### src/sv/kehs_pkg.sv
package kehs_pkg;

    // field widths
    localparam int LEVEL_W = 10;
    localparam int TIME_W  = 32;
    localparam int QUERY_W = 4;
    localparam int HOLD_W  = 16;
    localparam int NPK_W   = 4;

    // reset values
    localparam logic [LEVEL_W-1:0] PRIOR_RESET   = 10'h3FF;
    localparam logic [HOLD_W-1:0]  HOLD_MS_RESET = 16'd600;

    // one result word
    typedef struct packed {
        logic [LEVEL_W-1:0] pressed_mask;
        logic               any_change;
        logic               new_press_valid;
        logic [NPK_W-1:0]   new_press_key;
        logic               key_pressed;
        logic               key_rose;
        logic               key_fell;
        logic               key_held;
    } result_t;

endpackage

### src/sv/key_edge_and_hold_scanner.sv
// key edge and hold scanner
// a word in the input register moves to the result register once the output is free
// throughput: one word per cycle while the output is not stalled; input register, key logic, result register
// in_stall rises only when both stages hold words and the output is stalled
// reset (rst_n, async, active low): pipeline empty, hold_ms = 600,
// all keys taken as pressed before the first word, no press start times valid
module key_edge_and_hold_scanner #(
    parameter int NUM_KEYS = 10
) (
    input  logic                              clk,
    input  logic                              rst_n,

    // hold time register
    input  logic                              cfg_valid,
    output logic                              cfg_ready,
    input  logic [kehs_pkg::HOLD_W-1:0]       hold_ms,

    // input words
    input  logic                              in_valid,
    output logic                              in_stall,
    input  logic [kehs_pkg::LEVEL_W-1:0]      key_levels,
    input  logic [kehs_pkg::TIME_W-1:0]       now_ms,
    input  logic [kehs_pkg::QUERY_W-1:0]      query_key,

    // result words
    output logic                              out_valid,
    input  logic                              out_stall,
    output logic [kehs_pkg::LEVEL_W-1:0]      pressed_mask,
    output logic                              any_change,
    output logic                              new_press_valid,
    output logic [kehs_pkg::NPK_W-1:0]        new_press_key,
    output logic                              key_pressed,
    output logic                              key_rose,
    output logic                              key_fell,
    output logic                              key_held
);

    // index width for the key set
    localparam int KIW = (NUM_KEYS > 1) ? $clog2(NUM_KEYS) : 1;
    // working mask width: at least the level field
    localparam int MW  = (NUM_KEYS > kehs_pkg::LEVEL_W) ? NUM_KEYS : kehs_pkg::LEVEL_W;
    localparam logic [MW-1:0] ALL_W = MW'((64'd1 << NUM_KEYS) - 64'd1);
    localparam logic [MW-1:0] PRIOR_INIT_W = MW'(kehs_pkg::PRIOR_RESET) & ALL_W;

    // configuration
    logic [kehs_pkg::HOLD_W-1:0]  hold_ms_reg;

    // input stage
    logic                         s1_valid_reg;
    logic [kehs_pkg::LEVEL_W-1:0] s1_levels_reg;
    logic [kehs_pkg::TIME_W-1:0]  s1_now_reg;
    logic [kehs_pkg::QUERY_W-1:0] s1_query_reg;

    // key state
    logic [NUM_KEYS-1:0]          prior_reg;
    logic [NUM_KEYS-1:0]          prior_next;
    logic [NUM_KEYS-1:0]          start_valid_reg;
    logic [NUM_KEYS-1:0]          start_valid_next;
    logic [kehs_pkg::TIME_W-1:0]  press_start_reg [NUM_KEYS];

    // result stage
    logic                         out_valid_reg;
    kehs_pkg::result_t            result_reg;
    kehs_pkg::result_t            result_next;

    // handshake
    logic                         out_free;
    logic                         s1_fire;
    logic                         in_take;

    // key logic
    logic [MW-1:0]                levels_w;
    logic [MW-1:0]                cur_w;
    logic [MW-1:0]                prev_w;
    logic [MW-1:0]                rising_w;
    logic [NUM_KEYS-1:0]          cur;
    logic [NUM_KEYS-1:0]          rising;
    logic                         np_valid;
    logic [KIW-1:0]               np_key;
    logic [7:0]                   np_key_w;
    logic [5:0]                   query_w;
    logic                         q_in_range;
    logic [KIW-1:0]               q_idx;
    logic [kehs_pkg::TIME_W-1:0]  start_time;
    logic [kehs_pkg::TIME_W-1:0]  elapsed;
    logic                         q_down;

    // a result moves out when the output register is empty or being taken
    assign out_free  = !out_valid_reg || !out_stall;
    assign s1_fire   = s1_valid_reg && out_free;
    assign in_stall  = s1_valid_reg && !out_free;
    assign in_take   = in_valid && !in_stall;
    assign cfg_ready = 1'b1;

    always_ff @(posedge clk or negedge rst_n)
    begin
        if (!rst_n)
        begin
            hold_ms_reg <= kehs_pkg::HOLD_MS_RESET;
        end
        else if (cfg_valid && cfg_ready)
        begin
            hold_ms_reg <= hold_ms;
        end
    end

    // input register
    always_ff @(posedge clk or negedge rst_n)
    begin
        if (!rst_n)
        begin
            s1_valid_reg <= 1'b0;
        end
        else if (!in_stall)
        begin
            s1_valid_reg <= in_valid;
        end
    end

    always_ff @(posedge clk)
    begin
        if (in_take)
        begin
            s1_levels_reg <= key_levels;
            s1_now_reg    <= now_ms;
            s1_query_reg  <= query_key;
        end
    end

    // pressed mask: active-low pins, keys past the level field read as pressed
    always_comb
    begin
        levels_w = MW'(s1_levels_reg);
        cur_w    = ~levels_w & ALL_W;
        prev_w   = MW'(prior_reg);
        rising_w = cur_w & ~prev_w;
        cur      = cur_w[NUM_KEYS-1:0];
        rising   = rising_w[NUM_KEYS-1:0];
    end

    // lowest newly pressed key
    always_comb
    begin
        np_valid = |rising;
        np_key   = '0;
        for (int i = NUM_KEYS - 1; i >= 0; i--)
        begin
            if (rising[i])
            begin
                np_key = KIW'(i);
            end
        end
        np_key_w = 8'(np_key);
    end

    // queried key; a press starting this word counts from now
    always_comb
    begin
        query_w    = 6'(s1_query_reg);
        q_in_range = query_w < 6'(NUM_KEYS);
        q_idx      = query_w[KIW-1:0];
        q_down     = q_in_range && cur[q_idx];
        start_time = start_valid_reg[q_idx] ? press_start_reg[q_idx] : s1_now_reg;
        elapsed    = s1_now_reg - start_time;
    end

    always_comb
    begin
        result_next.pressed_mask    = cur_w[kehs_pkg::LEVEL_W-1:0];
        result_next.any_change      = cur_w != prev_w;
        result_next.new_press_valid = np_valid;
        result_next.new_press_key   = np_key_w[kehs_pkg::NPK_W-1:0];
        result_next.key_pressed     = q_down;
        result_next.key_rose        = q_in_range && rising[q_idx];
        result_next.key_fell        = q_in_range && !cur[q_idx] && prior_reg[q_idx];
        result_next.key_held        = q_down &&
            (elapsed >= {{(kehs_pkg::TIME_W - kehs_pkg::HOLD_W){1'b0}}, hold_ms_reg});
    end

    // start times follow the pressed mask: set on first down, dropped on release
    always_comb
    begin
        prior_next       = cur;
        start_valid_next = cur;
    end

    always_ff @(posedge clk or negedge rst_n)
    begin
        if (!rst_n)
        begin
            prior_reg       <= PRIOR_INIT_W[NUM_KEYS-1:0];
            start_valid_reg <= '0;
        end
        else if (s1_fire)
        begin
            prior_reg       <= prior_next;
            start_valid_reg <= start_valid_next;
        end
    end

    always_ff @(posedge clk)
    begin
        for (int i = 0; i < NUM_KEYS; i++)
        begin
            if (s1_fire && cur[i] && !start_valid_reg[i])
            begin
                press_start_reg[i] <= s1_now_reg;
            end
        end
    end

    // result register
    always_ff @(posedge clk or negedge rst_n)
    begin
        if (!rst_n)
        begin
            out_valid_reg <= 1'b0;
        end
        else if (out_free)
        begin
            out_valid_reg <= s1_valid_reg;
        end
    end

    always_ff @(posedge clk)
    begin
        if (s1_fire)
        begin
            result_reg <= result_next;
        end
    end

    assign out_valid       = out_valid_reg;
    assign pressed_mask    = result_reg.pressed_mask;
    assign any_change      = result_reg.any_change;
    assign new_press_valid = result_reg.new_press_valid;
    assign new_press_key   = result_reg.new_press_key;
    assign key_pressed     = result_reg.key_pressed;
    assign key_rose        = result_reg.key_rose;
    assign key_fell        = result_reg.key_fell;
    assign key_held        = result_reg.key_held;

endmodule

### config.mk
export PLATFORM = sky130hd
export DESIGN_NAME = key_edge_and_hold_scanner
export DESIGN_NICKNAME = d
export VERILOG_FILES = /design/src/sv/kehs_pkg.sv /design/src/sv/key_edge_and_hold_scanner.sv
export SDC_FILE = /design/constraint.sdc
export NUM_CORES = 1
export LEC_CHECK = 0
export BUFFER_PORTS_ARGS = -buffer_cell sky130_fd_sc_hd__buf_4
export CORE_MARGIN = 5
export CORE_UTILIZATION = 40
export CTS_CLUSTER_DIAMETER = 40
export DETAILED_ROUTE_END_ITERATION = 8
export GPL_TIMING_DRIVEN = 1
export PLACE_DENSITY = 0.62
export SYNTH_ARGS = -nofsm -noshare
export SYNTH_HDL_FRONTEND = slang
export SYNTH_SLANG_ARGS = --single-unit
export TNS_END_PERCENT = 30
### constraint.sdc
create_clock -name clk -period 9.1 [get_ports clk]
set_input_delay 0.455 -clock clk [delete_from_list [all_inputs] [get_ports clk]]
set_output_delay 0.455 -clock clk [all_outputs]
set_load 0.02 [all_outputs]
# Word-level counts from Yosys, hierarchy flattened
# Memory sizes are Yosys's and may differ from the RTL's. A register that Yosys moved wholly into a read port is not among the register bits.
# Cells that the tools add are included.
dict set report totals {
  latchBits 0
  memories 1
  reg_bits 104
  romBits 0
  output_inout_bits 23
  mem_bits_rw 320
}
# name depth width read_ports rd_ports_with_merged_regs write_ports line
set memory_table {}
lappend memory_table {press_start_reg 10 32 1 1 10 key_edge_and_hold_scanner.sv:59} ;# logic [kehs_pkg::TIME_W-1:0] press_start_reg [NUM_KEYS];
dict set report op_classes {
  shift 0
  n_mul 0
  add_sub_neg 1
  bitwise_logic 3
  n_lt_le_gt_ge 3
  eq_ne 1
  div 0
  n_reduce_logical 48
  muxes 39
}
# op n
set op_table {}
lappend op_table {{>= comparator 32 x 16 -> 1 bit} 1}
lappend op_table {{2-to-1 mux 32 bit} 1}
lappend op_table {{subtractor 32 bit} 1}
lappend op_table {{logical AND 1 bit} 28}
lappend op_table {{2-to-1 mux 1 bit} 25}
lappend op_table {{NOT 10 bit} 2}
lappend op_table {{binary-select mux 1 bit (select 4 bit)} 4}
lappend op_table {{zero test 1 bit} 15}
lappend op_table {{2-to-1 mux 3 bit} 4}
lappend op_table {{2-to-1 mux 4 bit} 3}
lappend op_table {{bitwise AND 10 bit} 1}
lappend op_table {{inequality test 10 bit} 1}
lappend op_table {{OR reduction 10 bit} 1}
lappend op_table {{OR reduction 8 bit} 1}
lappend op_table {{less-than comparator 4 x 5 -> 1 bit, second input constant} 1}
lappend op_table {{less-than comparator 4 bit, second input constant} 1}
lappend op_table {{2-to-1 mux 2 bit} 2}
lappend op_table {{OR reduction 4 bit} 1}
lappend op_table {{OR reduction 2 bit} 1}
lappend op_table {{logical OR 1 bit} 1}

# Depth between registers and ports, before layout
dict set report logic_depth {
  word_depth 11
  depth_mapped 25
  mapped_depth_nobuf 22
}

# Least setup slack after synthesis
# Ideal clock, no wire load.
dict set report synth_path {
  path_type {register to register}
  startpoint {register (tool-made name)}
  endpoint {register result_reg, in the netlist key_held, data pin}
  n_path_buf 3
  setup_time_ns 0.265
  path_slack_ns 3.710
  t_arrival_ns 5.125
  synth_period_minus_slack_ns 5.390
  stages_incl_launch_ff 24
  path_cell_list {dfxtp_1 > buf_2 > buf_1 > buf_2 > mux4_2 > mux2_2 > o211ai_1 > o21ai_0 > ha_1 > fa_1 > and2b_1 > o211ai_1 > a211oi_2 > o21ai_0 > nand2b_1 > a31oi_1 > xnor2_1 > ha_1 > a21oi_1 > o221ai_1 > nor4_1 > nand4b_1 > nor4_1 > a31oi_1}
}
# item line
set synth_rtl {}
lappend synth_rtl {{end signal: assignment} key_edge_and_hold_scanner.sv:229} ;# result_reg <= result_next;
lappend synth_rtl {{end: declaration} key_edge_and_hold_scanner.sv:63} ;# kehs_pkg::result_t result_reg;

==> metrics.sh <==
RESULT_OF_THE_RUN='finished clean'
AREA.SEQUENTIAL_MM2=0.0126
PROPORTION_OF_SYNTHESIZED_FLIP_FLOPS_HAVING_ASYNCHRONOUS_SET_OR_RESET=0.0888
TIMING.HOLD.WORST.START='now_ms[9]'
MAX-CLOCK-PATH-BUFFERS=3
TIMING.FINAL.SETUP_VIOLATIONS=0
CTS_TREE='done'
FF2FF_PATH_DEPTH=22
SYNTH_TOP_FAMILY_BY_AREA='multiplexers'
POST_DRT_VIA_CELL_RATIO=5.32
SLEW_VIOL_FINAL=0
CP.ARRIVAL_PS=6070
SEQ_POWER_SHARE=0.431
ROUTE.DETAILED.DRC=0
WORST_R2R_SETUP_SLACK_PS=3360
VIAS=10800
CLOCK-SINKS=428
SLEW_HEADROOM=0.407
GR-TOTAL-OVERFLOW=0
TNS_PS=0
POSTCTSRESIZEDCELLS=0
P_SW_FRAC=0.260
SYNTH_ADDER_AREA_SHARE=0.0400
FINAL_MIN_PERIOD_OVER_CLOCK_PERIOD=0.630
LAYOUT_MIN_CYCLE_TIME_PS=5740
WORST_FLOP_TO_FLOP_PATH_STARTPOINT='q_idx[0]'
SYN_NETS=1355
IR_DROP_uV=166
POST-PLACE-CELLS=1882
POSTSYNTH.TOPFLOPCELL='sky130_fd_sc_hd__edfxtp_1'
CLOCK.FMAX_MHz=174
DRT_WL_TOTAL_UM=40900
CLOCK_INSERTION_DELAY_WORST_SKEW_PS=610
MULTI_INPUT_COMB_AREA_MM2=0.00590
MULTIPLEXER_SHARE_OF_THE_SYNTHESIZED_AREA=0.126
SYNTH_XOR_AREA_FRAC=0.00832
LARGEST_REGISTER_FFS=320
WORSTPATHBUFFERINVERTERCOUNT=1
POST-DP-HPWL_UM=25100
CTS_BUFS_INSERTED=60
STD_CELL_ROWS=79
GRT_START_MAX_NET_PINS=52
LAYOUT_COMMON_CELLS='sky130_fd_sc_hd__edfxtp_1, sky130_fd_sc_hd__buf_4, sky130_fd_sc_hd__nand2_1'
SETUP.WORST_PATH.END_CLASS='flip-flop'
WORST_SLEW_PIN_SLEW_PS=890
POWER.LEAKAGE_uW=0.00817
SYNTH_SEQ_CELLS=428
GROUTE.USAGE.OVERALL=0.161
TIMING_HOLD_VIOLATIONS_FINAL=0
POWER.DENSITY_CELL_AREA_mW_PER_MM2=243
CRIT_PATH_START_KIND='flip-flop'
TIMING.HOLD.WORST_ENDPOINT='s1_now_reg[9]'
SYNTH-EDFF-COUNT=386
SYNTH-WARNING-COUNT=0
SYNTHESIS.INSTANCES=1228
DRV_CAP=0
DIE-HEIGHT_UM=228
GLOBAL_ROUTE_WIRE_LENGTH_BEFORE_REPAIR_UM=64800
IO-PIN-COUNT=90
GRT_SETUP_UNREPAIRED='false'
ANTENNA_FOUND_INITIAL=0
R2R-END='key_held'
WORST-SETUP-PATH-TYPE='reg2reg'
SYNTH_SIMPLE_GATE_AREA_FRAC=0.0596
ROUTED_WIRE_LENGTH_PER_INSTANCE_UM=20.1
NUMBER_OF_LIBRARY_CELL_TYPES_MAPPED_BY_SYNTHESIS=64
FLOORPLAN.INITIALDENSITY=0.406
DIE-AREA_MM2=0.0518
DESIGN_POWER_TOTAL_uW=5540
ANTENNADIODECOUNT=0
POWER.INTERNAL_uW=4100
WORST_HOLD_SLACK_PS=34.9
GP_CONGESTION=0.922
TYPE_OF_THE_WORST_MIN_DELAY_PATH='in2reg'
FRACTION_OF_LAYOUT_INSTANCES_USING_A_DRIVE_STRENGTH_ABOVE_1=0.230
FILLER_CELL_COUNT=4014
POST_SYNTH_INSTANCE_AREA_MM2=0.0189
AREA_DELTA_SYNTH_FINAL_PCT=20.4
CORE_MM2=0.0467
PATH_DELAY_FAMILY='compound AO/OA/AOI/OAI gates'
POWER.SHARE.CLOCK=0.422
CRITICAL-PATH-MAX-STAGE-DELAY_PS=780
CRITPATHMAXFANOUT=34
CTS-HTREE-LEVELS=2
POWER.NET_SWITCHING_uW=1440
WORST_PATH_CELL_CHAIN='mux4_2, nand3b_1, nand3_2, buf_4, o211ai_1, o21ai_0, ha_1, fa_1, and2b_1, o211ai_1, a211oi_2, o21ai_0, nand2b_1, a31oi_1, xnor2_1, ha_1, a21oi_1, o221ai_1, nor4_1, nand4b_1, nor4_1, a31oi_1'
DETAILED_ROUTE_ITER0_VIOLATIONS=763
FINALCLOCKSKEW_PS=24.1
POSTCTSSETUPBUFFERS=0
WORST_SETUP_HOLD_PATH_CLK_SLEW_PS=60
PORT_BUFFERS=88
SYN_AREA_PER_CELL_UM2=15.4
DRT.ANTENNA.VIOLATING_NETS=0
DESIGN.FINAL.NETS=1503
CRITPATHSLOWESTCELL='sky130_fd_sc_hd__edfxtp_1'
DETAILEDROUTE.FIRSTPASSITERATIONCOUNT=5
WIDTH_OF_THE_DIE_UM=228
COMB_POWER_SHARE=0.147
SYNTH_COMPOUND_AREA_FRAC=0.0742
FIRST_GLOBAL_VIAS=11400
WORST_EP_REQUIRED_TIME_PS=9440
CTS_ROOT_BUF='sky130_fd_sc_hd__clkbuf_16'
WORST_HOLD_PATH_DEPTH=1
FINALNONFILLERCELLS=2032
SYNTH_SEQ_AREA_SHARE=0.667
LAYOUT_COMMONEST_CELL='sky130_fd_sc_hd__edfxtp_1'
[cell families after synthesis]
| family | Yosys count |
|---|---|
| other cells | 1 |
| buf+inv | 116 |
| xor+xnor | 18 |
| fa+ha+maj | 60 |
| flops | 428 |
| mux | 148 |
| simple gates | 232 |
| compound gates | 225 |
[timing repair]
action	4_1_cts	5_1_grt
hold buffers	39	0
endpoints found under the setup margin	0	0
endpoints found under the hold margin	62	0
[synth_stat cells (2+ instances only)]
cell type                   instances  area (µm²)
sky130_fd_sc_hd__mux2_2             7        78.8
sky130_fd_sc_hd__a21oi_2            2        17.5
sky130_fd_sc_hd__dfstp_2           14         368
sky130_fd_sc_hd__a21o_1             6        45.0
sky130_fd_sc_hd__a211o_1            3        26.3
sky130_fd_sc_hd__or3_1              2        12.5
sky130_fd_sc_hd__a21oi_1           73         365
sky130_fd_sc_hd__a311oi_1           2        17.5
sky130_fd_sc_hd__mux4_2            72        1620
sky130_fd_sc_hd__nand4_1           10        62.6
sky130_fd_sc_hd__o21ai_0           57         285
sky130_fd_sc_hd__nor3_1            15        75.1
sky130_fd_sc_hd__ha_1              59         738
sky130_fd_sc_hd__buf_1             10        37.5
sky130_fd_sc_hd__o21bai_1           3        22.5
sky130_fd_sc_hd__o221ai_1           3        26.3
sky130_fd_sc_hd__nor2b_1           34         213
sky130_fd_sc_hd__edfxtp_1         386       11600
sky130_fd_sc_hd__a211oi_1          35         263
sky130_fd_sc_hd__nand3b_1           4        30.0
sky130_fd_sc_hd__nor2_1            45         169
sky130_fd_sc_hd__xor2_1             4        35.0
sky130_fd_sc_hd__nor4_1             5        31.3
sky130_fd_sc_hd__o31ai_1            2        15.0
sky130_fd_sc_hd__mux2i_1           69         691
sky130_fd_sc_hd__inv_1             54         203
sky130_fd_sc_hd__o2111ai_1          4        35.0
sky130_fd_sc_hd__nand2b_1          14        87.6
sky130_fd_sc_hd__xnor2_1           14         123
sky130_fd_sc_hd__o21a_1             8        60.1
sky130_fd_sc_hd__buf_2              6        30.0
sky130_fd_sc_hd__nand2_1           77         289
sky130_fd_sc_hd__dfxtp_1            4        80.1
sky130_fd_sc_hd__o211ai_1           5        37.5
sky130_fd_sc_hd__nand3_1           15        75.1
sky130_fd_sc_hd__a31oi_1            8        50.1
sky130_fd_sc_hd__dfrtp_1           24         601
sky130_fd_sc_hd__a221o_1            3        30.0
sky130_fd_sc_hd__clkbuf_1          44         165
sky130_fd_sc_hd__or2_2              2        12.5
[per-stage QoR]
stage	setup slack [ps]	util	cell area, µm²
finish	3360	0.489	22800
global route	2830	0.489	22800
CTS	3300	0.489	22800
detailed placement	3340	0.436	20300
global placement	3330	0.436	20300
floorplan	3710	-	18900
[worst max-delay path by stage]
stage	cells after the start	end	from
2_1_floorplan	23	key_held	flip-flop
3_3_place_gp	22	key_held	q_idx[0]
3_5_place_dp	21	key_held	flip-flop
4_1_cts	21	key_held	flip-flop
5_1_grt	21	key_held	flip-flop
6_report	22	key_held	q_idx[0]
[routing by layer]
layer	share of wire	GRT usage	vias up
li1	-	-	5102
met1	0.45	0.224	5431
met2	0.48	0.262	225
met3	0.047	0.0279	58
met4	0.020	0.0457	0
met5	0	0	-
[final cells by class]
cell class | instances | share of cell area
Multi-Input combinational cell | 684 | 0.259
Inverter | 54 | 0.00889
Clock buffer | 68 | 0.0694
Sequential cell | 428 | 0.555
Clock inverter | 43 | 0.0219
Tap cell | 607 | 0.0333
Timing Repair Buffer | 148 | 0.0530
[power by group through the flow]
| stage | clock network [µW] | logic [µW] | registers (µW) |
|---|---|---|---|
| 6_report | 2340 | 817 | 2380 |
| 3_5_place_dp | 0 | 806 | 2430 |
| 4_1_cts | 2390 | 825 | 2390 |
| 5_1_grt | 2480 | 908 | 2400 |
| 3_3_place_gp | 0 | 798 | 2420 |
| 2_1_floorplan | 0 | 592 | 2390 |
(Power assumes the default switching activity.)
